===== src/rtl/core/bdq_pkg.sv =====
package bdq_pkg;

	// capacity and derived widths
	localparam int DEPTH  = 8;
	localparam int WORD_W = 32;
	localparam int ADDR_W = (DEPTH > 1) ? $clog2(DEPTH) : 1;
	localparam int CNT_W  = $clog2(DEPTH + 1);
	localparam int OCC_W  = 4;

	// operation codes
	localparam logic [1:0] OP_PUSH_FRONT = 2'd0;
	localparam logic [1:0] OP_PUSH_BACK  = 2'd1;
	localparam logic [1:0] OP_POP_FRONT  = 2'd2;
	localparam logic [1:0] OP_POP_BACK   = 2'd3;

	// status codes
	localparam logic [1:0] ST_OK    = 2'd0;
	localparam logic [1:0] ST_OVER  = 2'd1;
	localparam logic [1:0] ST_EMPTY = 2'd2;

	// request transaction
	typedef struct packed {
		logic [1:0]               operation;
		logic signed [WORD_W-1:0] value;
	} bdq_req_t;

	// result transaction
	typedef struct packed {
		logic signed [WORD_W-1:0] popped;
		logic [1:0]               status;
		logic [OCC_W-1:0]         occupancy;
	} bdq_rsp_t;

	// commands from controller to datapath
	typedef struct packed {
		logic load;
		logic exec;
		logic capture;
	} bdq_cmd_t;

	// status from datapath to controller
	typedef struct packed {
		logic need_read;
	} bdq_stat_t;

endpackage


===== src/rtl/core/bounded_deque.sv =====
// bounded double-ended queue of signed 32-bit words, capacity DEPTH
//
// request channel: drive req (operation, value) and raise start; the
// transaction is taken at a rising edge where start is high and busy low.
// result channel: done is high for exactly one cycle while rsp carries the
// popped word, the status (ok, overflow, empty) and the occupancy after the
// operation; the receiver cannot hold a result off.
//
// a push or a rejected pop is done after the execute state; a successful
// pop also passes through the read state, which waits for the registered
// read of the single-port entry store. one operation is in flight at a
// time, so a new transaction is taken only after the previous result;
// start may be held high during the result cycle and is taken then.
//
// reset clears the head pointer and fill count, leaving the queue empty;
// store contents are not cleared and are only read after being written.
module bounded_deque
	import bdq_pkg::*;
(
	input  logic     clk,
	input  logic     arst_n,
	input  logic     start,
	input  bdq_req_t req,
	output logic     busy,
	output logic     done,
	output bdq_rsp_t rsp
);

	bdq_cmd_t  cmd;
	bdq_stat_t stat;

	// sequencing
	bdq_ctrl u_ctrl (
		.clk   (clk),
		.arst_n(arst_n),
		.start (start),
		.stat  (stat),
		.cmd   (cmd),
		.busy  (busy),
		.done  (done)
	);

	// pointers, store and result register
	bdq_dp u_dp (
		.clk   (clk),
		.arst_n(arst_n),
		.cmd   (cmd),
		.req   (req),
		.stat  (stat),
		.rsp   (rsp)
	);

endmodule


===== src/rtl/core/bdq_ram.sv =====
module bdq_ram #(
	parameter int WIDTH = 32,
	parameter int DEPTH = 8
) (
	input  logic                              clk,
	input  logic                              we,
	input  logic [((DEPTH > 1) ? $clog2(DEPTH) : 1)-1:0] addr,
	input  logic [WIDTH-1:0]                  wdata,
	output logic [WIDTH-1:0]                  rdata
);

	logic [WIDTH-1:0] mem_q [DEPTH];
	logic [WIDTH-1:0] rdata_q;

	// single port, registered read
	always_ff @(posedge clk) begin
		if (we) begin
			mem_q[addr] <= wdata;
		end
		rdata_q <= mem_q[addr];
	end

	assign rdata = rdata_q;

endmodule


===== src/rtl/core/bdq_ctrl.sv =====
module bdq_ctrl
	import bdq_pkg::*;
(
	input  logic      clk,
	input  logic      arst_n,
	input  logic      start,
	input  bdq_stat_t stat,
	output bdq_cmd_t  cmd,
	output logic      busy,
	output logic      done
);

	localparam logic [1:0] S_IDLE = 2'd0;
	localparam logic [1:0] S_EXEC = 2'd1;
	localparam logic [1:0] S_READ = 2'd2;

	logic [1:0] state_q;
	logic [1:0] state_d;
	logic       done_q;
	logic       done_d;

	// next state and commands
	always_comb begin
		state_d = state_q;
		done_d  = 1'b0;
		cmd     = '0;
		case (state_q)
			S_IDLE: begin
				if (start) begin
					cmd.load = 1'b1;
					state_d  = S_EXEC;
				end
			end
			S_EXEC: begin
				cmd.exec = 1'b1;
				if (stat.need_read) begin
					state_d = S_READ;
				end else begin
					state_d = S_IDLE;
					done_d  = 1'b1;
				end
			end
			S_READ: begin
				cmd.capture = 1'b1;
				state_d     = S_IDLE;
				done_d      = 1'b1;
			end
			default: begin
				state_d = S_IDLE;
			end
		endcase
	end

	always_ff @(posedge clk or negedge arst_n) begin
		if (!arst_n) begin
			state_q <= S_IDLE;
			done_q  <= 1'b0;
		end else begin
			state_q <= state_d;
			done_q  <= done_d;
		end
	end

	assign busy = (state_q != S_IDLE);
	assign done = done_q;

endmodule


===== src/rtl/core/bdq_dp.sv =====
module bdq_dp
	import bdq_pkg::*;
(
	input  logic      clk,
	input  logic      arst_n,
	input  bdq_cmd_t  cmd,
	input  bdq_req_t  req,
	output bdq_stat_t stat,
	output bdq_rsp_t  rsp
);

	localparam int AW1 = ADDR_W + 1;
	localparam logic [ADDR_W:0]   DEPTH_X = AW1'(DEPTH);
	localparam logic [ADDR_W-1:0] LAST    = ADDR_W'(DEPTH - 1);
	localparam logic [CNT_W-1:0]  FULL_C  = CNT_W'(DEPTH);

	bdq_req_t          req_q;
	bdq_rsp_t          rsp_q;
	logic [ADDR_W-1:0] head_q;
	logic [CNT_W-1:0]  count_q;

	logic              is_push;
	logic              full;
	logic              empty;
	logic              reject;
	logic [ADDR_W-1:0] head_dec;
	logic [ADDR_W-1:0] head_inc;
	logic [ADDR_W-1:0] offset;
	logic [ADDR_W:0]   sum;
	logic [ADDR_W-1:0] wrapped;
	logic [ADDR_W-1:0] slot;
	logic [ADDR_W-1:0] head_d;
	logic [CNT_W-1:0]  count_d;
	logic [1:0]        status_d;
	logic              ram_we;
	logic [WORD_W-1:0] ram_rdata;

	// request capture
	always_ff @(posedge clk) begin
		if (cmd.load) begin
			req_q <= req;
		end
	end

	// occupancy tests
	assign is_push = req_q.operation inside {OP_PUSH_FRONT, OP_PUSH_BACK};
	assign full    = (count_q == FULL_C);
	assign empty   = (count_q == '0);
	assign reject  = is_push ? full : empty;
	assign stat.need_read = !is_push && !empty;

	// circular pointer arithmetic
	assign head_dec = (head_q == '0) ? LAST : head_q - ADDR_W'(1);
	assign head_inc = (head_q == LAST) ? '0 : head_q + ADDR_W'(1);

	always_comb begin
		case (req_q.operation)
			OP_PUSH_BACK: offset = ADDR_W'(count_q);
			OP_POP_BACK:  offset = ADDR_W'(count_q - CNT_W'(1));
			default:      offset = '0;
		endcase
	end

	assign sum     = {1'b0, head_q} + {1'b0, offset};
	assign wrapped = (sum >= DEPTH_X) ? ADDR_W'(sum - DEPTH_X) : ADDR_W'(sum);

	// slot addressed by this operation
	always_comb begin
		case (req_q.operation)
			OP_PUSH_FRONT: slot = head_dec;
			OP_POP_FRONT:  slot = head_q;
			default:       slot = wrapped;
		endcase
	end

	// pointer and count update
	always_comb begin
		head_d   = head_q;
		count_d  = count_q;
		status_d = ST_OK;
		if (reject) begin
			status_d = is_push ? ST_OVER : ST_EMPTY;
		end else if (is_push) begin
			count_d = count_q + CNT_W'(1);
			if (req_q.operation == OP_PUSH_FRONT) begin
				head_d = head_dec;
			end
		end else begin
			count_d = count_q - CNT_W'(1);
			if (req_q.operation == OP_POP_FRONT) begin
				head_d = head_inc;
			end
		end
	end

	always_ff @(posedge clk or negedge arst_n) begin
		if (!arst_n) begin
			head_q  <= '0;
			count_q <= '0;
		end else if (cmd.exec) begin
			head_q  <= head_d;
			count_q <= count_d;
		end
	end

	// entry store
	assign ram_we = cmd.exec && is_push && !reject;

	bdq_ram #(
		.WIDTH(WORD_W),
		.DEPTH(DEPTH)
	) u_ram (
		.clk  (clk),
		.we   (ram_we),
		.addr (slot),
		.wdata(req_q.value),
		.rdata(ram_rdata)
	);

	// result register
	always_ff @(posedge clk) begin
		if (cmd.exec) begin
			rsp_q.popped    <= '0;
			rsp_q.status    <= status_d;
			rsp_q.occupancy <= OCC_W'(count_d);
		end else if (cmd.capture) begin
			rsp_q.popped <= ram_rdata;
		end
	end

	assign rsp = rsp_q;

endmodule


===== config.mk =====
export PLATFORM = sky130hd
export DESIGN_NAME = bounded_deque
export DESIGN_NICKNAME = d
export VERILOG_FILES = /design/src/rtl/core/bdq_pkg.sv /design/src/rtl/core/bounded_deque.sv /design/src/rtl/core/bdq_ram.sv /design/src/rtl/core/bdq_ctrl.sv /design/src/rtl/core/bdq_dp.sv
export SDC_FILE = /design/constraint.sdc
export NUM_CORES = 1
export LEC_CHECK = 0
export BUFFER_PORTS_ARGS = -buffer_cell sky130_fd_sc_hd__buf_2
export CORE_MARGIN = 4
export CORE_UTILIZATION = 35
export CTS_BUF_LIST = sky130_fd_sc_hd__clkbuf_2 sky130_fd_sc_hd__clkbuf_4 sky130_fd_sc_hd__clkbuf_8
export DETAILED_ROUTE_END_ITERATION = 8
export SYNTH_ARGS = -nofsm -noshare
export SYNTH_HDL_FRONTEND = slang
export SYNTH_SLANG_ARGS = --single-unit

===== constraint.sdc =====
create_clock -name clk -period 11.9 [get_ports clk]
set_input_delay 2.38 -clock clk [delete_from_list [all_inputs] [get_ports clk]]
set_output_delay 2.38 -clock clk [all_outputs]
set_load 0.005 [all_outputs]

### After elaboration in Yosys (flattened, before gate mapping)

Memory sizes are Yosys's and may differ from the RTL's. A register that Yosys moved wholly into a read port is not among the register bits.
Index checks and enable logic that the tools add are counted.

| storage, ports and cells | value |
|---|---|
| register bits | 82 |
| word-level logic and storage cells | 64 |
| bits in writable memories | 256 |
| bits of input ports | 37 |
| memories kept | 1 |

Memories:

| memory | words | width | rd ports | clocked after Yosys merged registers in | wr ports | line | source |
|---|---|---|---|---|---|---|---|
| u_dp.u_ram.mem_q | 8 | 32 | 1 | 1 | 1 | bdq_ram.sv:12 | `logic [WIDTH-1:0] mem_q [DEPTH];` |

| operators by class | value |
|---|---|
| bitwise logic cells | 1 |
| magnitude comparators | 1 |
| equality and inequality tests | 9 |
| muxes and demuxes | 23 |
| add/sub/neg operators | 6 |
| reductions and logical operators | 14 |

Operators with widths:

| kind | number |
|---|---|
| $mux 3 | 6 |
| $pmux 3 s2 | 2 |
| $mux 1 | 8 |
| $mux 4 | 2 |
| $eq 2x2->1 const B | 3 |
| $mux 2 | 3 |
| $reduce_bool 2->1 | 3 |
| $sub 3x1->3 const B | 2 |
| $add 3x3->4 | 1 |
| $add 4x1->4 const B | 1 |
| $eq 2x1->1 const B | 2 |
| $eq 4x4->1 const B | 1 |
| $ge 4x4->1 const B | 1 |
| $logic_not 2->1 | 2 |
| $logic_not 4->1 | 1 |
| $ne 2x2->1 const B | 2 |
| $pmux 2 s2 | 1 |
| $reduce_and 4->1 | 1 |
| $sub 4x1->4 const B | 1 |
| $add 3x1->3 const B | 1 |
| $eq 3x3->1 const B | 1 |
| $logic_and 1x1->1 | 3 |
| $logic_not 1->1 | 3 |
| $logic_not 3->1 | 1 |
| other kinds (2) | 2 |

### Depth between registers and ports, before layout

Gate-level depths: netlist (run 1).

| depth | value |
|---|---|
| depth after elaboration | 7 |
| mapped depth | 13 |

### Modules after synthesis

From an unflattened synthesis (run 1), not the netlist that was laid out.

| unflattened totals | value |
|---|---|
| cells, all modules | 727 |
| area total of the unflattened synthesis | 13852.0 µm² |

Modules (own cells, without submodules):

| module | cells an instance | area each (µm²) | instances | sequential area each (µm²) |
|---|---|---|---|---|
| bdq_ram | 453 | 10500.1 | 1 | 8328.0 |
| bdq_dp | 257 | 3151.8 | 1 | 2016.9 |
| bdq_ctrl | 17 | 200.2 | 1 | 75.1 |

### Worst setup path after synthesis (run 1)

OpenSTA, ideal clock, no wires.

| timing | value |
|---|---|
| kind | register to register |
| from | register u_dp.count_q[0] |
| to | memory u_dp.u_ram.mem_q[0][0] (enable) |
| setup slack | 6883 ps |
| data required time | 11439 ps |
| stages on the path, launching flop included | 12 |
| arrival | 4556 ps |
| library setup time | 461 ps |
| period minus slack after synthesis | 5017 ps |
| cells stage by stage | dfrtp_1 > clkbuf_1 > inv_1 > ha_1 > nor2_1 > o21ai_0 > fa_1 > xor2_1 > xnor3_1 > mux2i_1 > buf_2 > nor3_1 |

| on the way | value |
|---|---|
| longest elaborated chain between the ends | 6 |
| elaborated cells on any way between the ends | 14 |
| those cells by class | add/sub: 3; order compare: 1; eq/ne: 1; mux: 6; reduce/logical: 3 |

RTL lines:

| item | line | source |
|---|---|---|
| start, declared | bdq_dp.sv:20 | `logic [CNT_W-1:0] count_q;` |
| start signal, assigned | bdq_dp.sv:102 | `count_q <= count_d;` |
| $sub 4x1->4 (tied with other cells) | bdq_dp.sv:59 | `OP_POP_BACK: offset = ADDR_W'(count_q - CNT_W'(1));` |
| $pmux 3 s2 or $mux 1 (tied branches) | bdq_dp.sv:57, bdq_dp.sv:49 |  |
| $add 3x3->4 or $logic_not 1->1 (tied branches) | bdq_dp.sv:64, bdq_dp.sv:107 |  |
| $ge 4x4->1 (tied with other cells) | bdq_dp.sv:65 | `assign wrapped = (sum >= DEPTH_X) ? ADDR_W'(sum - DEPTH_X) : ADDR_W'(sum);` |
| $mux 3 or $mux 1 (tied branches) | bdq_dp.sv:65, bdq_ram.sv:17 |  |
| $pmux 3 s2 or $mux 1 (tied branches) | bdq_dp.sv:69, bdq_ram.sv:18 |  |
| end, declared | bdq_ram.sv:12 |  |

Parallel ways exist; a longest one is shown, timed or not.

### Worst setup path in the final report (run 1)

| timing | value |
|---|---|
| from | register u_dp.req_q[33] (netlist name) |
| to | memory u_dp.u_ram.mem_q[7][23] (enable) |

| on the way | value |
|---|---|
| longest elaborated chain between the ends | 7 |
| elaborated cells on any way between the ends | 17 |
| those cells by class | add/sub: 2; order compare: 1; eq/ne: 3; mux: 6; reduce/logical: 5 |

RTL lines:

| item | line | source |
|---|---|---|
| start, declared | bdq_dp.sv:17 | `bdq_req_t req_q;` |
| start signal, assigned | bdq_dp.sv:41 | `req_q <= req;` |
| branches (longest 7 deep; another with $add 3x3->4) | -- |  |

Several ways; the timed one is not identified.

==> results by group, run 1 <==
Run status
  • Outcome: finished clean

Placed design
  • IO Port Bufs: 76
  • Dpl ws: about 7 ns
  • Placed Cells: roughly 1500
  • HPWL after detailed placement: 18700 um
  • Placement-stage cell area: between 15000 and 20000 um^2
  • Routability cong.: 0.750

Logic synthesis
  • Sequential fraction of the synthesis area: 71.6%
  • Area contributors post-synth: edfxtp_1 (61%), dfxtp_1 (8.8%), a211oi_1 (3.4%)
  • Post-synthesis async set-or-reset flop share: about 2.7%
  • Area of the mapped netlist: approximately 15000 um^2
  • Main synth FF type: edfxtp_1
  • Synth top area share: 61.1%
  • Post-synth top cells: edfxtp_1 (296), a211oi_1 (65), and3_1 (65), a21boi_0 (64), dfxtp_1 (64)
  • Most frequent cell after synthesis: edfxtp_1
  • Syn Inst Count: between 900 and 1000
  • FF+latch count, synth: between 300 and 400
  • Syn nets: about 1000
  • Cell variety after synth: 49
  • Avg Synthesized Cell Area: ~15 um^2
  • Yosys warnings: 0
  • Number of synthesized flops with an enable pin: between 200 and 300
  • Post-synth top area cell: edfxtp_1

Timing
  • Final period util: between 40 and 50%
  • Slew @ Worst Pin: approximately 1.1 ns
  • Clk_skew: roughly 0.023 ns
  • Slew Limit Fails: 0
  • Unrepaired setup endpoints after global routing: no
  • Rel. slew slack: 24.4%
  • Final worst setup slack: between 7 and 8 ns
  • Final setup vio count: 0
  • Hold slack: 0.465 ns
  • Fmax: ~200 MHz
  • Post-Route Setup TNS: 0 ns
  • Tmin final: 4.90 ns
  • Count of final hold-check violations: 0

CTS
  • CTS Buf Count: 60
  • H-tree depth: 2
  • Post-CTS Resized: 0
  • CTS tree: built
  • CTS root buf: clkbuf_8
  • # clock sinks: between 300 and 400
  • Clock latency on the worst-skew pair: approximately 0.63 ns
  • Hold Buf Count CTS: 0
  • Post-CTS setup buffer count: 0
  • CTS clock-pin slew for the worst setup and hold paths: ~0.06 ns
  • Clk buf depth: 3

Global route
  • First-pass GRT wire length: 51300 um
  • Initial antenna violation count: 0
  • GRT overflow: 0
  • Vias in the first global route: roughly 8700
  • Largest net degree at the start of global routing: between 100 and 150
  • Total track usage: around 15%

Finish
  • Reg area: 10400 um^2
  • Fin util: between 40% and 50%
  • Nets: approximately 1100
  • N_diodes: 0
  • Share of layout cells above drive strength 1: 20.6%
  • Final std cells w/o fill: about 1600
  • Area occupied by multi-input gates: ~3800 um^2
  • Layout area overhead: 15.0%
  • Final Cell Area: 16700 um^2
  • FILL cells: roughly 3800

Power and ir drop
  • Combinational power share: a little under two fifths
  • Sw Pwr: between 1.5 and 2 mW
  • Final Total Pwr: 4.89 mW
  • Internal Power: 3.05 mW
  • Pleak: ~5.8 nW
  • Switching Share: a little under two fifths
  • Seq pwr share: between 30% and 40%
  • Worst vdd ir: roughly 0.19 mV
  • PD cells: ~300 nW/um^2
  • Clock share of power: a little under a quarter

Worst hold path
  • WHS Endpoint: u_dp.rsp[34]
  • Worst min-delay path class: reg2reg
  • Hold_sp: u_dp.u_ram.rdata[28]
  • Hold Path Depth: 2

Floorplan
  • Die area: around 45000 um^2
  • DIE HEIGHT: roughly 210 um
  • Io pins: just under 80
  • Site Rows: 74
  • Core Region: 41000 um^2
  • Initial Utilization: 35.5%
  • Die X: between 200 and 250 um

Setup path
  • Worst R2R Start: u_dp.req_q[33]
  • Max incr delay on CP: roughly 0.91 ns
  • Crit-path most repeated cell: buf_4
  • Crit Path Max Fanout: 66
  • Worst Path Required: 12.13 ns
  • Crit path cell chain: inv_1 > nor2_1 > o21ai_0 > fa_1 > nor2b_4 > buf_4 > or2_1 > buf_4 > nand2_1 > nor2_4
  • Crit Reg-Reg Endpoint: u_dp.u_ram.mem_q[7][23]
  • Worst path slowest cell: nor2_4
  • CP delay by family, top: simple AND/OR/NAND/NOR gates
  • Critical Path Sink Type: register
  • Buffers and inverters on the worst path: 3
  • Critical path type: reg2reg
  • Crit path DAT: 5.12 ns
  • CP Launch Type: register
  • FF-to-FF setup slack: 7.00 ns
  • Depth of the worst register-to-register path: 10

Detailed routing
  • Final WL: between 30000 and 40000 um
  • DR pass1 iterations: 5
  • DR WL/cell: between 20 and 25 um
  • Post-route DRC: 0
  • Routed Antenna Nets: 0
  • Vias per cell: approximately 5.3
  • Total vias in the final route: 8665
  • Iter 0 DRT Violations: 670

Run
  • Max-cap violations: 0
placed cells by master, fill, tap and decap left out, types with 3 or more instances in the layout:
cell | netlist | routed
buf_4 | 2 | 21
dfrtp_1 | 10 | 10
a21boi_0 | 64 | 64
mux2_2 | 3 | 3
dfxtp_1 | 64 | 64
mux2i_1 | 34 | 33
o221ai_1 | 30 | 30
clkinv_2 | 0 | 7
and3_1 | 65 | 65
o31ai_1 | 33 | 33
o21ai_0 | 11 | 11
clkinv_1 | 0 | 9
edfxtp_1 | 296 | 296
ha_1 | 10 | 8
nor3_2 | 0 | 3
nor2_1 | 45 | 40
xnor2_1 | 3 | 3
clkbuf_4 | 0 | 23
nand2_1 | 40 | 38
nor2_2 | 0 | 3
buf_2 | 15 | 76
clkbuf_8 | 0 | 71
o22ai_1 | 32 | 32
a311o_1 | 32 | 32
inv_1 | 11 | 11
a211oi_1 | 65 | 64
nor2b_1 | 6 | 5
a21oi_1 | 8 | 8
worst min-delay path: cells and delay by family, from the launching register on:
kind,cells,cell delay (ns)
multiplexers,1,0.06
flip-flops,1,0.30
AND/OR/NAND/NOR,1,0.07
sequential cells by signal, summed over array words and instances (netlist names):
register	cells
u_dp.req_q	34
u_dp.rsp	38
u_dp.u_ram.mem_q	256
u_dp.head_q	3
u_dp.u_ram.rdata	32
u_ctrl.state_q	2
u_ctrl.done	1
u_dp.count_q	4
routing by layer:
layer	global-route usage, %	routed length, um	share of wire [%]
met1	21.0	15500	47
met3	2.87	1830	5.5
met2	22.2	15200	46
met5	0	0	0
met4	4.87	675	2.0
power groups by stage:
stage	Sequential (mW)	Combinational [mW]	Clock, mW
after detailed placement	1.95	1.84	0
after global routing	1.95	2.02	1.24
after floorplan	1.88	1.28	0
after global placement	1.94	1.81	0
final	1.92	1.83	1.15
after CTS	1.92	1.85	1.18
cell type report:
| type | count | area share (%) |
|---|---|---|
| well taps | 532 | 3.97 |
| clock inverters | 18 | 0.770 |
| flip-flops and latches | 370 | 62.2 |
| inverters | 11 | 0.247 |
| clock buffers | 94 | 6.87 |
| multi-input cells | 516 | 22.7 |
| repair buffers | 97 | 3.21 |
cell families after synthesis:
group,Yosys count,share of synthesized area (%)
buffers and inverters,102,3.12
DFF,370,71.6
adders and majority gates,11,0.997
muxes,37,2.57
AOI/OAI and AO/OA,287,15.2
and+or+nand+nor,175,6.09
xor gates and xnor gates,6,0.456
how the worst max path moves through the flow:
stage	startpoint	end	slack, ns	cells after the start
3_5_place_dp	u_dp.req_q[33]	u_dp.u_ram.mem_q[1][26]	6.89	9
6_report	u_dp.req_q[33]	u_dp.u_ram.mem_q[7][23]	7.00	10
5_1_grt	u_dp.req_q[33]	u_dp.u_ram.mem_q[6][23]	6.64	11
2_1_floorplan	u_dp.count_q[0]	u_dp.u_ram.mem_q[0][0]	6.88	11
4_1_cts	u_dp.req_q[33]	u_dp.u_ram.mem_q[1][20]	6.83	9
3_3_place_gp	u_dp.req_q[33]	u_dp.u_ram.mem_q[1][25]	7.05	9
No activity file was read; power rests on OpenSTA's default activity.
==> run 2, diff against run 1 <==
==> constraint.sdc (replaced) <==
create_clock -name clk -period 4.12 [get_ports clk]
set_input_delay 0.824 -clock clk [delete_from_list [all_inputs] [get_ports clk]]
set_output_delay 0.824 -clock clk [all_outputs]
set_load 0.005 [all_outputs]
==> results by group, run 2 (same netlist as run 1, synthesis figures left out) <==
Power and ir drop
  • Combinational power share: 36.7% (-0.7 points)
  • Final Total Pwr: 14.3 mW (+190%)
  • Sw Pwr: 5.20 mW (+180%)
  • PD cells: 840 nW/um^2 (+190%)
  • Pleak: 5.95 nW (+2.4%)
  • Internal Power: 9.07 mW (+200%)
  • Seq pwr share: 38.8% (-0.4 points)
  • Clock share of power: 24.5% (+1.1 points)
  • Worst vdd ir: 0.440 mV (+140%)
  • Switching Share: 36.5% (-1.1 points)

Timing
  • Final setup vio count: 0 (unchanged)
  • Slew Limit Fails: 0 (unchanged)
  • Fmax: 271 MHz (+33%)
  • Rel. slew slack: 28.4% (+4.0 points)
  • Count of final hold-check violations: 0 (unchanged)
  • Unrepaired setup endpoints after global routing: no
  • Clk_skew: 0.0272 ns (+0.00415 ns)
  • Tmin final: 3.69 ns (-1.21 ns)
  • Final period util: 89.6% (+48 points)
  • Slew @ Worst Pin: 1.07 ns (-0.0580 ns)

Setup path
  • FF-to-FF setup slack: 0.43 ns (-6.57 ns)
  • Worst Path Required: 4.45 ns (-7.68 ns)
  • Crit Path Max Fanout: 10 (-85%)
  • Critical Path Sink Type: register
  • Max incr delay on CP: 0.87 ns (-0.04 ns)
  • Crit path DAT: 4.02 ns (-1.10 ns)
  • Critical path type: reg2reg
  • Crit path cell chain: inv_1 > ha_1 > nor2_1 > o21ai_0 > fa_1 > xor2_1 > xnor3_1 > mux2i_4 > nor3_2 > buf_4
  • Worst path slowest cell: nor3_2
  • CP Launch Type: register

Global route
  • Initial antenna violation count: 0 (unchanged)
  • First-pass GRT wire length: 52000 um (+1.3%)
  • GRT overflow: 0 (unchanged)
  • Vias in the first global route: 8775 (+1.0%)
  • Largest net degree at the start of global routing: 193 (+58%)
  • Total track usage: 14.7% (+0.098 points)

Finish
  • Most frequent cells in the layout: edfxtp_1 (296), buf_2 (76), clkbuf_8 (71)
  • Max reg flops: 256 (unchanged)
  • Commonest non-fill, non-tap cell in the layout: edfxtp_1
  • Share of layout cells above drive strength 1: 22.3% (+1.7 points)
  • Biggest register: u_dp.u_ram.mem_q
  • Nets: 1124 (+1.8%)
  • Layout area overhead: 16.8%
  • Final std cells w/o fill: 1661 (+1.4%)

CTS
  • CTS clock-pin slew for the worst setup and hold paths: 0.07 ns (about the same)
  • CTS tree: built
  • H-tree depth: 2 (unchanged)
  • # clock sinks: 370 (unchanged)
  • Clock latency on the worst-skew pair: 0.64 ns (about the same)
  • Post-CTS setup buffer count: 0 (unchanged)
  • CTS root buf: clkbuf_8
  • Clk buf depth: 3 (unchanged)
  • CTS Buf Count: 61 (+1.7%)

Run
  • Max-cap violations: 0 (unchanged)

Detailed routing
  • Post-route DRC: 0 (unchanged)
  • Routed Antenna Nets: 0 (unchanged)
  • Final WL: 33000 um (-0.63%)
  • DR WL/cell: 19.9 um (-2.0%)
  • Total vias in the final route: 8657 (-0.092%)
  • Vias per cell: 5.21 (-1.5%)
  • DR pass1 iterations: 5 (unchanged)
  • Iter 0 DRT Violations: 649 (-3.1%)

Floorplan
  • Die X: 212 um (unchanged)
  • DIE HEIGHT: 212 um (unchanged)
  • Io pins: 77 (unchanged)
  • Initial Utilization: 35.5% (unchanged)
  • Die area: 44900 um^2 (unchanged)
  • Site Rows: 74 (unchanged)
  • Core Region: 41000 um^2 (unchanged)

Placed design
  • Routability cong.: 0.773 (+3.1%)
  • IO Port Bufs: 76 (unchanged)
  • Placed Cells: 1544 (+1.2%)
  • HPWL after detailed placement: 18800 um (+0.21%)

Worst hold path
  • Worst min-delay path class: in2reg

Run status
  • Outcome: finished clean
## run 2: changes by cell type in the layout (fill, tap and decap cells not counted), moves of 2 or more
cell | before | now
buf_4 | 21 | 37
clkinv_1 | 9 | 6
buf_12 | 0 | 2
bufinv_16 | 2 | 4
inv_6 | 0 | 2
## run 2: path summary, 6_finish.rpt
check                      cells after the start                      end                  from
min                                            1           u_dp.req_q[33]               req[33]
min in group asynchronous                      2          u_dp.count_q[0]                arst_n
max                                           10  u_dp.u_ram.mem_q[0][11]       u_dp.count_q[0]
min reg2reg                                    2             u_dp.rsp[16]  u_dp.u_ram.rdata[10]
max reg2reg                                   10  u_dp.u_ram.mem_q[0][11]       u_dp.count_q[0]
max in group asynchronous                      2        u_ctrl.state_q[1]                arst_n
## run 2: per-stage QoR
stage               setup slack (ns)  setup TNS [ns]  hold WS, ns  utilization (%)  area (um^2)
floorplan                     -0.897         -114.84        0.440                -        14600
global placement               0.438               0        0.447             38.1        15600
detailed placement             0.443               0        0.454             38.1        15600
CTS                            0.403               0        0.282             41.4        17000
global route                   0.245               0        0.305             41.4        17000
finish                         0.427               0        0.353             41.4        17000
## run 2: layout make-up
class,instances,area (um^2)
fillers,3761,24000
flip-flops and latches,370,10400
multi-input cells,516,3800
clock buffers,95,1160
repair buffers,116,708
well taps,532,666
clock inverters,20,206
inverters,11,41.3
diodes,1,2.50
## run 2: metal layers
metal	part of all wire [%]	wire, um	track usage (%)	vias to the layer above
met1	47	15500	20.9	4311
met4	2.0	666	4.83	0
met2	47	15400	22.9	198
li1	-	-	-	4098
met5	0	0	0	-
met3	4.5	1490	2.70	50
## run 2: worst max-delay path: cells and delay by family (launching register included)
| kind | cells | cell delay (ns) |
|---|---|---|
| XOR/XNOR | 2 | 0.40 |
| buffers and inverters | 2 | 0.43 |
| AO/OA/AOI/OAI | 1 | 0.13 |
| AND/OR/NAND/NOR | 2 | 1.02 |
| multiplexers | 1 | 0.09 |
| adder cells (fa/ha/maj) | 2 | 0.80 |
| flip-flops | 1 | 0.50 |
## run 2: power groups by stage
stage / sequential [mW] / clock [mW] / combinational [mW]
CTS: 5.55 / 3.61 / 5.35
global placement: 5.61 / 0 / 5.25
finish: 5.54 / 3.49 / 5.25
floorplan: 5.42 / 0 / 3.71
global route: 5.63 / 3.79 / 5.83
detailed placement: 5.62 / 0 / 5.33
## run 2: repair_timing
| item | CTS | global route |
|---|---|---|
| resized for setup | 0 | 0 |
| hold endpoints to repair | 1 | 0 |
| hold buffers | 1 | 0 |
